[src/rtl/bba_pkg.sv]
package bba_pkg;

   // Field widths of the request, response and csr ports
   localparam int ADDR_W   = 32;
   localparam int BYTES_W  = 16;
   localparam int COUNT_W  = 11;
   localparam int STATUS_W = 3;
   localparam int CSR_IDX_W = 2;

   // Pool geometry; the map is kept as rows of WORD_W occupancy bits.
   // MAX_BLOCKS is a power of two and a multiple of 2 * WORD_W.
   localparam int MAX_BLOCKS = 1024;
   localparam int IDX_W      = $clog2(MAX_BLOCKS);
   localparam int WORD_W     = 32;
   localparam int BIT_W      = $clog2(WORD_W);
   localparam int ROWS       = MAX_BLOCKS / WORD_W;
   localparam int ROW_W      = IDX_W - BIT_W;

   // Iteration counter of the shared arithmetic unit
   localparam int STEP_W = $clog2(ADDR_W);

   // Register reset values
   localparam logic [ADDR_W-1:0]  BASE_RESET  = '0;
   localparam logic [BYTES_W-1:0] BYTES_RESET = BYTES_W'(32);
   localparam logic [COUNT_W-1:0] COUNT_RESET = COUNT_W'(1024);

   // Register indexes
   localparam logic [CSR_IDX_W-1:0] CSR_BASE  = CSR_IDX_W'(0);
   localparam logic [CSR_IDX_W-1:0] CSR_BYTES = CSR_IDX_W'(1);
   localparam logic [CSR_IDX_W-1:0] CSR_COUNT = CSR_IDX_W'(2);

   // Request commands
   localparam logic CMD_ALLOC = 1'b0;
   localparam logic CMD_FREE  = 1'b1;

   typedef enum logic [STATUS_W-1:0] {
      ST_OK           = 3'd0,
      ST_FULL         = 3'd1,
      ST_ZERO         = 3'd2,
      ST_OUTSIDE      = 3'd3,
      ST_MISALIGNED   = 3'd4,
      ST_ALREADY_FREE = 3'd5
   } status_type;

   typedef enum logic [2:0] {
      S_IDLE,
      S_CHECK,
      S_ALLOC_RD,
      S_MUL_WAIT,
      S_DIV_WAIT,
      S_FREE_RD
   } state_type;

   typedef enum logic {
      OP_MUL,
      OP_DIV
   } arith_op_type;

   // Sequencer to arithmetic unit
   typedef struct packed {
      logic                start;
      arith_op_type        op;
      logic [ADDR_W-1:0]   a;
      logic [BYTES_W-1:0]  b;
   } arith_req_type;

   // Arithmetic unit to sequencer
   typedef struct packed {
      logic                done;
      logic [ADDR_W-1:0]   result;
      logic [BYTES_W-1:0]  rem;
   } arith_rsp_type;

   typedef struct packed {
      logic              en;
      logic [ROW_W-1:0]  row;
   } map_rd_type;

   typedef struct packed {
      logic              en;
      logic [ROW_W-1:0]  row;
      logic [WORD_W-1:0] data;
   } map_wr_type;

   // Block count clamped to the pool capacity
   function automatic logic [COUNT_W-1:0] eff_count(input logic [COUNT_W-1:0] n);
      logic [COUNT_W-1:0] lim;
      lim = COUNT_W'(MAX_BLOCKS);
      return (n > lim) ? lim : n;
   endfunction

   // Block size of zero acts as one byte
   function automatic logic [BYTES_W-1:0] eff_bytes(input logic [BYTES_W-1:0] b);
      return (b == '0) ? BYTES_W'(1) : b;
   endfunction

endpackage

[src/rtl/bitmap_block_allocator.sv]
// Fixed-size block pool allocator with one occupancy bit per block.
// Request channel: a request (req_cmd, req_address) is taken on a clock edge
// where start is high and busy is low; busy stays high until the response.
// Response channel: rsp_strobe is high for one cycle with rsp_status,
// rsp_block_address and rsp_free_blocks; the receiver cannot stall it.
// Csr channel: csr_index / csr_wdata written when csr_valid and csr_ready
// are high; csr_ready is high while the block is idle. Index 0 is the pool
// base address, 1 the block size in bytes, 2 the block count. Any write to
// one of them frees every block at once (all row flags are cleared together).
// Path from accept to strobe: a pool-full allocate or a zero / below-base
// free answers straight from the check state; an allocate reads the map,
// then runs the shared shift-add multiplier for index * size; a free runs
// the shared restoring divider, and one not found outside or misaligned
// then does a map read-modify-write.
// The next request may be started in the cycle the strobe is shown.
// Reset (synchronous) restores base 0, size 32, count 1024 and an empty pool.
module bitmap_block_allocator (
   input  logic                              clock,
   input  logic                              reset,
   input  logic                              start,
   output logic                              busy,
   input  logic                              req_cmd,
   input  logic [bba_pkg::ADDR_W-1:0]        req_address,
   output logic                              rsp_strobe,
   output logic [bba_pkg::STATUS_W-1:0]      rsp_status,
   output logic [bba_pkg::ADDR_W-1:0]        rsp_block_address,
   output logic [bba_pkg::COUNT_W-1:0]       rsp_free_blocks,
   input  logic                              csr_valid,
   output logic                              csr_ready,
   input  logic [bba_pkg::CSR_IDX_W-1:0]     csr_index,
   input  logic [bba_pkg::ADDR_W-1:0]        csr_wdata
);

   bba_pkg::state_type                 state_ff, state_in;
   logic                               cmd_ff, cmd_in;
   logic [bba_pkg::ADDR_W-1:0]         addr_ff, addr_in;
   logic [bba_pkg::ROW_W-1:0]          row_ff, row_in;
   logic [bba_pkg::IDX_W-1:0]          idx_ff, idx_in;
   logic [bba_pkg::COUNT_W-1:0]        free_ff, free_in;
   logic [bba_pkg::ADDR_W-1:0]         base_ff, base_in;
   logic [bba_pkg::BYTES_W-1:0]        bytes_ff, bytes_in;
   logic [bba_pkg::COUNT_W-1:0]        count_ff, count_in;
   logic                               rsp_strobe_ff, rsp_strobe_in;
   bba_pkg::status_type                rsp_status_ff, rsp_status_in;
   logic [bba_pkg::ADDR_W-1:0]         rsp_addr_ff, rsp_addr_in;
   logic [bba_pkg::COUNT_W-1:0]        rsp_free_ff, rsp_free_in;

   bba_pkg::arith_req_type             arith_req;
   bba_pkg::arith_rsp_type             arith_rsp;
   bba_pkg::map_rd_type                map_rd;
   bba_pkg::map_wr_type                map_wr;
   logic                               map_clear;
   logic [bba_pkg::WORD_W-1:0]         map_rd_data;
   logic [bba_pkg::ROW_W-1:0]          map_free_row;

   logic [bba_pkg::COUNT_W-1:0]        cnt_eff;
   logic [bba_pkg::BYTES_W-1:0]        bytes_eff;
   logic [bba_pkg::COUNT_W-1:0]        new_count;
   logic [bba_pkg::BIT_W-1:0]          zero_bit;
   logic [bba_pkg::WORD_W-1:0]         bit_mask;
   logic [bba_pkg::IDX_W-1:0]          alloc_idx;

   bba_arith u_arith (
      .clock (clock),
      .reset (reset),
      .req   (arith_req),
      .rsp   (arith_rsp)
   );

   bba_map u_map (
      .clock    (clock),
      .reset    (reset),
      .clear    (map_clear),
      .rd       (map_rd),
      .wr       (map_wr),
      .rd_data  (map_rd_data),
      .free_row (map_free_row)
   );

   assign cnt_eff   = bba_pkg::eff_count(count_ff);
   assign bytes_eff = bba_pkg::eff_bytes(bytes_ff);
   assign busy      = (state_ff != bba_pkg::S_IDLE);
   assign csr_ready = (state_ff == bba_pkg::S_IDLE);

   // lowest clear bit of the row just read
   always_comb begin
      zero_bit = '0;
      for (int i = bba_pkg::WORD_W - 1; i >= 0; i--) begin
         if (!map_rd_data[i]) begin
            zero_bit = bba_pkg::BIT_W'(i);
         end
      end
   end

   assign alloc_idx = {row_ff, zero_bit};

   // sequencer: next state and datapath controls
   always_comb begin
      state_in      = state_ff;
      cmd_in        = cmd_ff;
      addr_in       = addr_ff;
      row_in        = row_ff;
      idx_in        = idx_ff;
      free_in       = free_ff;
      base_in       = base_ff;
      bytes_in      = bytes_ff;
      count_in      = count_ff;
      rsp_strobe_in = 1'b0;
      rsp_status_in = rsp_status_ff;
      rsp_addr_in   = rsp_addr_ff;
      rsp_free_in   = rsp_free_ff;
      arith_req     = '0;
      map_rd        = '0;
      map_wr        = '0;
      map_clear     = 1'b0;
      new_count     = count_ff;
      bit_mask      = '0;

      // csr writes; any known register empties the pool
      if (csr_valid && csr_ready) begin
         case (csr_index)
            bba_pkg::CSR_BASE: begin
               base_in   = csr_wdata;
               map_clear = 1'b1;
            end
            bba_pkg::CSR_BYTES: begin
               bytes_in  = csr_wdata[bba_pkg::BYTES_W-1:0];
               map_clear = 1'b1;
            end
            bba_pkg::CSR_COUNT: begin
               count_in  = csr_wdata[bba_pkg::COUNT_W-1:0];
               new_count = csr_wdata[bba_pkg::COUNT_W-1:0];
               map_clear = 1'b1;
            end
            default: begin
               map_clear = 1'b0;
            end
         endcase
         if (map_clear) begin
            free_in = bba_pkg::eff_count(new_count);
         end
      end

      case (state_ff)
         bba_pkg::S_IDLE: begin
            if (start) begin
               cmd_in   = req_cmd;
               addr_in  = req_address;
               state_in = bba_pkg::S_CHECK;
            end
         end

         bba_pkg::S_CHECK: begin
            if (cmd_ff == bba_pkg::CMD_ALLOC) begin
               if (free_ff == '0) begin
                  rsp_strobe_in = 1'b1;
                  rsp_status_in = bba_pkg::ST_FULL;
                  rsp_addr_in   = '0;
                  rsp_free_in   = free_ff;
                  state_in      = bba_pkg::S_IDLE;
               end else begin
                  map_rd.en  = 1'b1;
                  map_rd.row = map_free_row;
                  row_in     = map_free_row;
                  state_in   = bba_pkg::S_ALLOC_RD;
               end
            end else if (addr_ff == '0) begin
               rsp_strobe_in = 1'b1;
               rsp_status_in = bba_pkg::ST_ZERO;
               rsp_addr_in   = '0;
               rsp_free_in   = free_ff;
               state_in      = bba_pkg::S_IDLE;
            end else if (addr_ff < base_ff) begin
               rsp_strobe_in = 1'b1;
               rsp_status_in = bba_pkg::ST_OUTSIDE;
               rsp_addr_in   = '0;
               rsp_free_in   = free_ff;
               state_in      = bba_pkg::S_IDLE;
            end else begin
               // offset / size gives the index, the remainder the alignment
               arith_req.start = 1'b1;
               arith_req.op    = bba_pkg::OP_DIV;
               arith_req.a     = addr_ff - base_ff;
               arith_req.b     = bytes_eff;
               state_in        = bba_pkg::S_DIV_WAIT;
            end
         end

         bba_pkg::S_ALLOC_RD: begin
            bit_mask        = bba_pkg::WORD_W'(1) << zero_bit;
            map_wr.en       = 1'b1;
            map_wr.row      = row_ff;
            map_wr.data     = map_rd_data | bit_mask;
            idx_in          = alloc_idx;
            free_in         = free_ff - 1'b1;
            arith_req.start = 1'b1;
            arith_req.op    = bba_pkg::OP_MUL;
            arith_req.a     = bba_pkg::ADDR_W'(alloc_idx);
            arith_req.b     = bytes_eff;
            state_in        = bba_pkg::S_MUL_WAIT;
         end

         bba_pkg::S_MUL_WAIT: begin
            if (arith_rsp.done) begin
               rsp_strobe_in = 1'b1;
               rsp_status_in = bba_pkg::ST_OK;
               rsp_addr_in   = base_ff + arith_rsp.result;
               rsp_free_in   = free_ff;
               state_in      = bba_pkg::S_IDLE;
            end
         end

         bba_pkg::S_DIV_WAIT: begin
            if (arith_rsp.done) begin
               // quotient at or past the count means past the pool end
               if (arith_rsp.result >= bba_pkg::ADDR_W'(cnt_eff)) begin
                  rsp_strobe_in = 1'b1;
                  rsp_status_in = bba_pkg::ST_OUTSIDE;
                  rsp_addr_in   = '0;
                  rsp_free_in   = free_ff;
                  state_in      = bba_pkg::S_IDLE;
               end else if (arith_rsp.rem != '0) begin
                  rsp_strobe_in = 1'b1;
                  rsp_status_in = bba_pkg::ST_MISALIGNED;
                  rsp_addr_in   = '0;
                  rsp_free_in   = free_ff;
                  state_in      = bba_pkg::S_IDLE;
               end else begin
                  idx_in     = arith_rsp.result[bba_pkg::IDX_W-1:0];
                  map_rd.en  = 1'b1;
                  map_rd.row = arith_rsp.result[bba_pkg::IDX_W-1:bba_pkg::BIT_W];
                  state_in   = bba_pkg::S_FREE_RD;
               end
            end
         end

         bba_pkg::S_FREE_RD: begin
            bit_mask      = bba_pkg::WORD_W'(1) << idx_ff[bba_pkg::BIT_W-1:0];
            rsp_strobe_in = 1'b1;
            rsp_addr_in   = '0;
            state_in      = bba_pkg::S_IDLE;
            if ((map_rd_data & bit_mask) == '0) begin
               rsp_status_in = bba_pkg::ST_ALREADY_FREE;
               rsp_free_in   = free_ff;
            end else begin
               map_wr.en     = 1'b1;
               map_wr.row    = idx_ff[bba_pkg::IDX_W-1:bba_pkg::BIT_W];
               map_wr.data   = map_rd_data & ~bit_mask;
               free_in       = free_ff + 1'b1;
               rsp_status_in = bba_pkg::ST_OK;
               rsp_free_in   = free_ff + 1'b1;
            end
         end

         default: begin
            state_in = bba_pkg::S_IDLE;
         end
      endcase
   end

   // control and config registers
   always_ff @(posedge clock) begin
      if (reset) begin
         state_ff      <= bba_pkg::S_IDLE;
         free_ff       <= bba_pkg::eff_count(bba_pkg::COUNT_RESET);
         base_ff       <= bba_pkg::BASE_RESET;
         bytes_ff      <= bba_pkg::BYTES_RESET;
         count_ff      <= bba_pkg::COUNT_RESET;
         rsp_strobe_ff <= 1'b0;
      end else begin
         state_ff      <= state_in;
         free_ff       <= free_in;
         base_ff       <= base_in;
         bytes_ff      <= bytes_in;
         count_ff      <= count_in;
         rsp_strobe_ff <= rsp_strobe_in;
      end
   end

   // request and response payload
   always_ff @(posedge clock) begin
      cmd_ff        <= cmd_in;
      addr_ff       <= addr_in;
      row_ff        <= row_in;
      idx_ff        <= idx_in;
      rsp_status_ff <= rsp_status_in;
      rsp_addr_ff   <= rsp_addr_in;
      rsp_free_ff   <= rsp_free_in;
   end

   assign rsp_strobe        = rsp_strobe_ff;
   assign rsp_status        = rsp_status_ff;
   assign rsp_block_address = rsp_addr_ff;
   assign rsp_free_blocks   = rsp_free_ff;

   // a taken request holds the block busy
   a_start_busy: assert property (@(posedge clock) disable iff (reset)
      (start && !busy) |=> busy)
      else $error("request taken but block not busy");

   // only an ok allocation carries an address
   a_fail_addr: assert property (@(posedge clock) disable iff (reset)
      (rsp_strobe && (rsp_status_ff != bba_pkg::ST_OK)) |-> (rsp_block_address == '0))
      else $error("failed request returned an address");

   // free count never exceeds the pool size
   a_free_range: assert property (@(posedge clock) disable iff (reset)
      free_ff <= cnt_eff)
      else $error("free count above block count");

   // arithmetic results only arrive while the sequencer waits for them
   a_arith_done: assert property (@(posedge clock) disable iff (reset)
      arith_rsp.done |-> ((state_ff == bba_pkg::S_MUL_WAIT) ||
                          (state_ff == bba_pkg::S_DIV_WAIT)))
      else $error("arithmetic done outside a wait state");

   // the response strobe lands with the sequencer back at idle
   a_strobe_idle: assert property (@(posedge clock) disable iff (reset)
      rsp_strobe |-> !busy)
      else $error("response strobe while busy");

endmodule

[src/rtl/bba_arith.sv]
// Shared shift-add / shift-subtract unit: radix-2 multiply and divide
module bba_arith (
   input  logic                   clock,
   input  logic                   reset,
   input  bba_pkg::arith_req_type req,
   output bba_pkg::arith_rsp_type rsp
);

   logic                                run_ff, run_in;
   logic                                done_ff, done_in;
   bba_pkg::arith_op_type               op_ff, op_in;
   logic [bba_pkg::STEP_W-1:0]          cnt_ff, cnt_in;
   logic [bba_pkg::ADDR_W-1:0]          acc_ff, acc_in;
   logic [bba_pkg::ADDR_W-1:0]          a_ff, a_in;
   logic [bba_pkg::BYTES_W-1:0]         b_ff, b_in;
   logic [bba_pkg::BYTES_W-1:0]         rem_ff, rem_in;

   // the one adder everything goes through
   logic [bba_pkg::ADDR_W:0]            opx, opy, sum;
   logic                                sub;
   logic                                borrow;

   always_comb begin
      if (op_ff == bba_pkg::OP_DIV) begin
         opx = (bba_pkg::ADDR_W+1)'({rem_ff, acc_ff[bba_pkg::ADDR_W-1]});
         opy = (bba_pkg::ADDR_W+1)'(b_ff);
         sub = 1'b1;
      end else begin
         opx = {1'b0, acc_ff[bba_pkg::ADDR_W-2:0], 1'b0};
         opy = b_ff[bba_pkg::BYTES_W-1] ? {1'b0, a_ff} : '0;
         sub = 1'b0;
      end
      sum    = sub ? (opx - opy) : (opx + opy);
      borrow = sum[bba_pkg::ADDR_W];
   end

   // step control
   always_comb begin
      run_in  = run_ff;
      done_in = 1'b0;
      op_in   = op_ff;
      cnt_in  = cnt_ff;
      acc_in  = acc_ff;
      a_in    = a_ff;
      b_in    = b_ff;
      rem_in  = rem_ff;
      if (req.start) begin
         run_in = 1'b1;
         op_in  = req.op;
         a_in   = req.a;
         b_in   = req.b;
         rem_in = '0;
         if (req.op == bba_pkg::OP_DIV) begin
            cnt_in = bba_pkg::STEP_W'(bba_pkg::ADDR_W - 1);
            acc_in = req.a;
         end else begin
            cnt_in = bba_pkg::STEP_W'(bba_pkg::BYTES_W - 1);
            acc_in = '0;
         end
      end else if (run_ff) begin
         if (op_ff == bba_pkg::OP_DIV) begin
            // restoring division, quotient shifts in behind the dividend
            rem_in = borrow ? opx[bba_pkg::BYTES_W-1:0] : sum[bba_pkg::BYTES_W-1:0];
            acc_in = {acc_ff[bba_pkg::ADDR_W-2:0], ~borrow};
         end else begin
            // multiplier bits consumed msb first
            acc_in = sum[bba_pkg::ADDR_W-1:0];
            b_in   = {b_ff[bba_pkg::BYTES_W-2:0], 1'b0};
         end
         if (cnt_ff == '0) begin
            run_in  = 1'b0;
            done_in = 1'b1;
         end else begin
            cnt_in = cnt_ff - 1'b1;
         end
      end
   end

   always_ff @(posedge clock) begin
      if (reset) begin
         run_ff  <= 1'b0;
         done_ff <= 1'b0;
         op_ff   <= bba_pkg::OP_MUL;
         cnt_ff  <= '0;
      end else begin
         run_ff  <= run_in;
         done_ff <= done_in;
         op_ff   <= op_in;
         cnt_ff  <= cnt_in;
      end
   end

   always_ff @(posedge clock) begin
      acc_ff <= acc_in;
      a_ff   <= a_in;
      b_ff   <= b_in;
      rem_ff <= rem_in;
   end

   assign rsp.done   = done_ff;
   assign rsp.result = acc_ff;
   assign rsp.rem    = rem_ff;

endmodule

[src/rtl/bba_map.sv]
// Occupancy map: rows of bits in a memory, row valid and row full flags
module bba_map (
   input  logic                         clock,
   input  logic                         reset,
   input  logic                         clear,
   input  bba_pkg::map_rd_type          rd,
   input  bba_pkg::map_wr_type          wr,
   output logic [bba_pkg::WORD_W-1:0]   rd_data,
   output logic [bba_pkg::ROW_W-1:0]    free_row
);

   logic [bba_pkg::WORD_W-1:0] mem [bba_pkg::ROWS];
   logic [bba_pkg::WORD_W-1:0] rd_data_ff;
   logic                       rd_valid_ff;
   logic [bba_pkg::ROWS-1:0]   row_valid_ff;
   logic [bba_pkg::ROWS-1:0]   row_full_ff;

   // memory array, registered read
   always_ff @(posedge clock) begin
      if (wr.en) begin
         mem[wr.row] <= wr.data;
      end
      if (rd.en) begin
         rd_data_ff <= mem[rd.row];
      end
   end

   // per-row flags; a row never written reads as all free
   always_ff @(posedge clock) begin
      if (reset || clear) begin
         row_valid_ff <= '0;
         row_full_ff  <= '0;
         rd_valid_ff  <= 1'b0;
      end else begin
         if (wr.en) begin
            row_valid_ff[wr.row] <= 1'b1;
            row_full_ff[wr.row]  <= &wr.data;
         end
         if (rd.en) begin
            rd_valid_ff <= row_valid_ff[rd.row];
         end
      end
   end

   assign rd_data = rd_valid_ff ? rd_data_ff : '0;

   // lowest row that still has a free bit
   always_comb begin
      free_row = '0;
      for (int i = bba_pkg::ROWS - 1; i >= 0; i--) begin
         if (!row_full_ff[i]) begin
            free_row = bba_pkg::ROW_W'(i);
         end
      end
   end

endmodule

[config.mk]
export PLATFORM = sky130hd
export DESIGN_NAME = bitmap_block_allocator
export DESIGN_NICKNAME = d
export VERILOG_FILES = /design/src/rtl/bba_pkg.sv /design/src/rtl/bitmap_block_allocator.sv /design/src/rtl/bba_arith.sv /design/src/rtl/bba_map.sv
export SDC_FILE = /design/constraint.sdc
export NUM_CORES = 2
export LEC_CHECK = 0
export BUFFER_PORTS_ARGS = -buffer_cell sky130_fd_sc_hd__clkbuf_2
export CAP_MARGIN = 20
export CORE_ASPECT_RATIO = 1.4
export CORE_MARGIN = 5
export CORE_UTILIZATION = 63
export CTS_BUF_LIST = sky130_fd_sc_hd__clkbuf_8 sky130_fd_sc_hd__clkbuf_16
export DETAILED_ROUTE_END_ITERATION = 16
export HOLD_SLACK_MARGIN = 0.03
export PLACE_DENSITY_LB_ADDON = 0.15
export SLEW_MARGIN = 20
export SYNTH_ARGS = -nofsm -noshare
export SYNTH_HDL_FRONTEND = slang
export SYNTH_SLANG_ARGS = --single-unit
[constraint.sdc]
create_clock -name clock -period 7 [get_ports clock]
set_input_delay 1.4 -clock clock [delete_from_list [all_inputs] [get_ports clock]]
set_output_delay 1.4 -clock clock [all_outputs]
set_load 0.02 [all_outputs]
---- Yosys cells after proc, flatten, opt, wreduce, memory -nomap -nowiden ----
Memories as Yosys holds them, arrays and structs flattened. A register that Yosys moved wholly into a read port is not among the register bits.
Cells that the tools add are included.
word-level totals
  bits in registers ....................... 337
  logic and storage cells ................. 263
  RAM bits ................................ 1,024
  memories ................................ 1
  output and inout bits ................... 49
  bits of input ports ..................... 71
operators by class
  equal/unequal tests ..................... 17
  reductions and logical operators ........ 28
  shifts and indexed selects .............. 2
  $add $sub $neg .......................... 7
  muxes and demuxes ....................... 168
  bitwise logic cells ..................... 9
  magnitude comparators ................... 7
memory list
  memory     depth  width  read ports  clocked after memory_dff  write ports  line           source
  u_map.mem  32     32     1           1                         1            bba_map.sv:12  logic [bba_pkg::WORD_W-1:0] mem [bba_pkg::ROWS];
operator list
  cell                    count
  $mux W32                15
  $mux W5                 68
  $mux W11                16
  $mux W50                3
  $pmux W32 S4            1
  $pmux W50 S2            1
  $mux W16                5
  $pmux W38 S2            1
  $mux W33                2
  $and A32 B32 Y32        2
  $logic_not A32 Y1       2
  $or A32 B32 Y32         2
  $shl A1 B5 Y32 const A  2
  $mux W3                 16
  $pmux W11 S4            1
  $mux W38                1
  $add A33 B33 Y33        1
  $sub A33 B33 Y33        1
  $add A32 B32 Y32        1
  $bwmux W32              1
  $ge A32 B11 Y1          1
  $lt A32 B32 Y1          1
  $not A32 Y32            1
  $reduce_and A32 Y1      1
  45 further kinds        92

---- Logic depth before layout (Yosys ltp) ----
  word-level depth ........................ 41
  gate-level depth with buffers ........... 29
  depth with buffers taken out ............ 24

---- Hierarchy ----
Synthesis repeated with hierarchy kept, for this count alone.
second synthesis, totals
  cells, all modules ...................... 4,278
  area, all modules ....................... 62,687.6 µm²
modules (own cells, without submodules)
  module                  instances  cells each  seq. area each (µm²)  area an instance (µm²)
  bba_map                 1          1,904       33,011.7              42,806.1
  bitmap_block_allocator  1          1,518       4,304.1               12,328.1
  bba_arith               1          856         2,882.8               7,553.5

---- Least setup slack after synthesis ----
No wires, ideal clock.
  path type ............................... register to register
  start point ............................. register addr_ff[10] in the netlist's numbering
  end point ............................... register rsp_addr_ff, in the netlist rsp_block_address[0] (enable)
  setup time .............................. 0.477 ns
  stages on the path, launching flop included .. 12
  data arrival time ....................... 5.259 ns
  clock period less this slack ............ 5.736 ns
  setup slack ............................. 1.264 ns
  required time ........................... 6.523 ns
  buffers on the path ..................... 1
  cells stage by stage .................... edfxtp_1 -> ha_1 -> or3_4 -> or3_1 -> a311o_1 -> o2111ai_1 -> a21oi_1 -> nor3_2 -> nor4_1 -> nand2b_1 -> buf_2 -> nor4b_2
on the way
  word-level cells in the longest chain between the ends .. 3
  elaborated cells between the ends (all ways) .. 4
  those cells by class .................... order compare (1); eq/ne (1); reduce/logical (2)
RTL lines
  item                                                        line                                                          source
  start: declaration                                          bitmap_block_allocator.sv:36                                  logic [bba_pkg::ADDR_W-1:0] addr_ff, addr_in;
  start signal: assignment                                    bitmap_block_allocator.sv:283                                 addr_ff <= addr_in;
  $lt A32 B32 Y1 / $logic_not A32 Y1 (equally long branches)  bitmap_block_allocator.sv:173, bitmap_block_allocator.sv:167
  $ne A4 B4 Y1 (no line) (*)                                  --
  $reduce_and A6 Y1 (no line) (*)                             --
  end signal: assignment                                      bitmap_block_allocator.sv:287                                 rsp_addr_ff <= rsp_addr_in;
  end: declaration                                            bitmap_block_allocator.sv:45                                  logic [bba_pkg::ADDR_W-1:0] rsp_addr_ff, rsp_addr_in;
Mark *: on every way between the ends. The rest lies on a longest branch, timed or not.
A chain may end at the register's enable or synchronous reset.

---- Worst setup path in the final report ----
  start point ............................. register u_arith.b_ff[15] in the netlist's numbering
  end point ............................... register u_arith.rem_ff[3] in the netlist's numbering
on the way
  word-level cells in the longest chain between the ends .. 5
  elaborated cells between the ends (all ways) .. 6
  those cells by class .................... add/sub (2); mux (4)
RTL lines
  item                                                         line             source
  start: declaration                                           bba_arith.sv:15  logic [bba_pkg::BYTES_W-1:0] b_ff, b_in;
  start signal: assignment                                     bba_arith.sv:96  b_ff <= b_in;
  $mux W32                                                     bba_arith.sv:30  opy = b_ff[bba_pkg::BYTES_W-1] ? {1'b0, a_ff} : '0;
  $mux W33 (*)                                                 bba_arith.sv:24  if (op_ff == bba_pkg::OP_DIV) begin
  $add A33 B33 Y33 / $sub A33 B33 Y33 (equally long branches)  bba_arith.sv:33  sum = sub ? (opx - opy) : (opx + opy);
  $mux W33 (*)                                                 bba_arith.sv:33
  $mux W16 (*)                                                 bba_arith.sv:63  rem_in = borrow ? opx[bba_pkg::BYTES_W-1:0] : sum[bba_pkg::BYTES_W-1:0];
  end signal: assignment                                       bba_arith.sv:97  rem_ff <= rem_in;
  end: declaration                                             bba_arith.sv:16  logic [bba_pkg::BYTES_W-1:0] rem_ff, rem_in;
Marks and branches as above.

==> qor.yml <==
run_status:
  run_status: "finished clean"
placed_design:
  gp_congestion: 0.997
  numPortBuffers: 119
  post-place-ws_ps: 463
  placed_area_um2: 67600
  detailed_place_hpwl_um: 120000
  place_inst: 6503
timing:
  fin_worst_skew_ps: 26.2
  setup_viol: 0
  finalSetupTns_ps: 0
  min_period_over_period_pct: 94.4
  worstMarginPinSlew_ps: 1180
  hold_slack_ps: 465
  max_freq_ghz: 0.151
  max_slew_margin_pct: 21.4
  period_minus_slack_ps: 6610
  setup_ws_ps: 390
  hold_violations: 0
  drv_slew: 0
  rsz0062_at_grt: "no"
floorplanning:
  rows: 138
  fp.coreArea_um2: 101000
  start_util_pct: 63.6
  dieHeight_um: 388
  die_x_um: 280
  num_io_pins: 120
  die-area_um2: 109000
setup_path:
  reg2regPathDepth: 22
  cp.arrival_ps: 7220
  required_ps: 7610
  slowest_delay_ps: 700
  crit_path_cell_trace: "o21ai_0 > o2111ai_1 > nor4_2 > o211ai_1 > or3b_1 > a221o_1 > nor2_4 > nand2_1 > mux2i_1 > a21oi_1 > or2_1 > ha_1 > nand2_1 > o21ai_1 > nor3_1 > a211o_1 > nand3_1 > a31oi_1 > o311ai_4 > xor2_2 > mux2i_1 > a211oi_2"
  startpoint_type: "flip-flop"
  critPathSlowestCell: "o311ai_4"
  cpLargestDelayFamily: "compound AO/OA/AOI/OAI gates"
  worstSetupPathType: "reg2reg"
  cp_max_fo: 12
  end_kind: "flip-flop"
  path_buf_inv: 0
  cp.depth: 22
yosys:
  async_flop_share_pct: 0
  yosysMostFrequentCell: "edfxtp_1"
  syn-instance-count: 5157
  yosys_warnings: 0
  syn_nets: 5343
  ys_top_cells_by_count: "edfxtp_1, nand2_1, mux2i_1"
  synth.area.top_cells: "edfxtp_1, mux2i_1, dfxtp_1, a211oi_1, nand2_1"
  syn_avg_cell_area_um2: 12.5
  synthFlopType: "edfxtp_1"
  netlist_area_um2: 64400
  synth_top_area_cell: "edfxtp_1"
  synth_edf_count: 1230
  synth_top_area_share_pct: 57.3
  yosys_register_bits: 1393
  yosysUniqueCellTypes: 101
  ys_seq_area_share_pct: 62.4
clock_tree:
  root_buffer: "clkbuf_16"
  clk_latency_ps: 770
  cts_tree: "built"
  cts_buffers: 133
  numClockSinks: 1393
  post_cts_buffers: 0
  htreeDepth: 4
  cts_buffer_depth: 3
  clk_pin_slew_ps: 70
global_route:
  grt-busiest-layer: "met2"
  gr-usage-met3_pct: 5.89
  grt_pass1_wl_um: 269000
  grt.total_usage_pct: 33.5
  grt_util_met1_pct: 38.3
  antenna_found_initial: 3
  use_met2_pct: 57.2
  grt_max_degree: 116
  gr-total-overflow: 0
  grt_pass1_vias: 42528
power:
  power_density_nw_per_um2: 276
  peakVddDrop_mv: 0.297
  pwr-share-seq_pct: 48.0
  p_int_w: 0.0145
  p_switching_w: 0.00542
  switching_share_pct: 27.2
  p_leak_nw: 24.6
  power.share.clock_pct: 35.8
  p_comb_share_pct: 16.2
drt:
  viasPerCell: 6.48
  drtIter0Drc: 4599
  totalWireLength_um: 187000
  dr_total_vias: 43684
  drcViolationCount: 0
  post_drt_wl_per_cell_um: 27.7
  detail-route-antenna-nets: 0
  drt_pass1_iterations: 6
final_layout:
  seq_area_um2: 40200
  fill_cells: 6980
  layout-drive-gt1-share_pct: 12.7
  stdcell_area_um2: 72000
  final_nets: 5494
  multiInputGateArea_um2: 23200
  instances_no_fill: 6742
  areaGrowthSynthToFinish_pct: 11.7
min_path:
  hold_depth: 1
  hold_path_class: "reg2reg"
flow_run:
  drv_cap: 0
[logic make-up after synthesis]
kind of cell	synth area share [%]
mux	8.99
buf+inv	2.51
fa+ha+maj	2.27
compound gates	12.1
flops	62.4
xor+xnor	1.48
simple gates	10.3
[final cells by class]
class	count	share of cell area, %
flip-flops and latches	1393	55.8
multi-input cells	3389	32.2
clock buffers	140	4.82
repair buffers	298	3.20
well taps	1330	2.31
clock inverters	98	1.14
inverters	93	0.485
diodes	1	0.00347
[stage by stage]
stage          power, W  util (%)
2_1_floorplan    0.0117         -
3_3_place_gp     0.0128      66.6
3_5_place_dp     0.0129      66.7
4_1_cts          0.0199      71.0
5_1_grt          0.0205      71.1
6_report         0.0199      71.1
[registers in the layout, summed over array words and instances (netlist names), 10 cells and up]
signal and count:
addr_ff 32, base_ff 32, bytes_ff 16, count_ff 11
free_ff 11, idx_ff 10, rsp_block_address 32, rsp_free_blocks 11
u_arith.a_ff 32, u_arith.acc_ff 32, u_arith.b_ff 16, u_arith.rem_ff 16
u_map.mem 1024, u_map.rd_data_ff 32, u_map.row_full_ff 32, u_map.row_valid_ff 32
[power groups by stage]
stage | Combinational, W | Clock, W | Sequential (W)
5_1_grt | 0.00345 | 0.00753 | 0.00956
6_report | 0.00323 | 0.00711 | 0.00955
3_5_place_dp | 0.00315 | 0 | 0.00971
4_1_cts | 0.00317 | 0.00717 | 0.00953
3_3_place_gp | 0.00310 | 0 | 0.00970
2_1_floorplan | 0.00211 | 0 | 0.00963
[per-layer routing]
metal,up-vias,routed length [um]
met4,4,16000
met5,-,23
li1,19799,-
met3,570,13700
met2,1951,92600
met1,21360,64500
[worst register-to-register path, delay by kind of cell (launching register included)]
kind | cells | cell delay (ps)
fa+ha+maj | 1 | 330
xor+xnor | 1 | 500
flops | 1 | 570
simple gates | 8 | 1870
compound gates | 10 | 2810
mux | 2 | 410
[cells in the final DEF (no fill, tap or decap), drive strengths merged, types with 42 or more instances in the layout]
cell,netlist,final
nand3,80,80
mux2,89,89
clkinv,0,42
clkbuf,165,259
nor2,277,277
buf,117,179
edfxtp,1230,1230
o21ai,317,317
nand2,567,567
nor2b,171,171
a211oi,288,288
ha,112,112
inv,93,132
nor3,82,82
mux2i,474,474
a21o,60,60
a21oi,270,270
xnor2,59,59
o22ai,65,65
xor2,48,48
dfxtp,163,163
[worst paths after layout]
kind	start	to	slack (ps)
worst max register to register	u_arith.b_ff[15]	u_arith.rem_ff[3]	390
worst min register to register	u_map.row_valid_ff[22]	u_map.row_valid_ff[22]	460
worst max-delay path	u_arith.b_ff[15]	u_arith.rem_ff[3]	390
worst min-delay path	u_map.row_valid_ff[22]	u_map.row_valid_ff[22]	460
[timing repair]
action	in CTS	in global routing
endpoints found under the setup margin	0	7
gates resized for setup	0	1
hold buffers	0	0
Power figures use the tool's default switching activity.
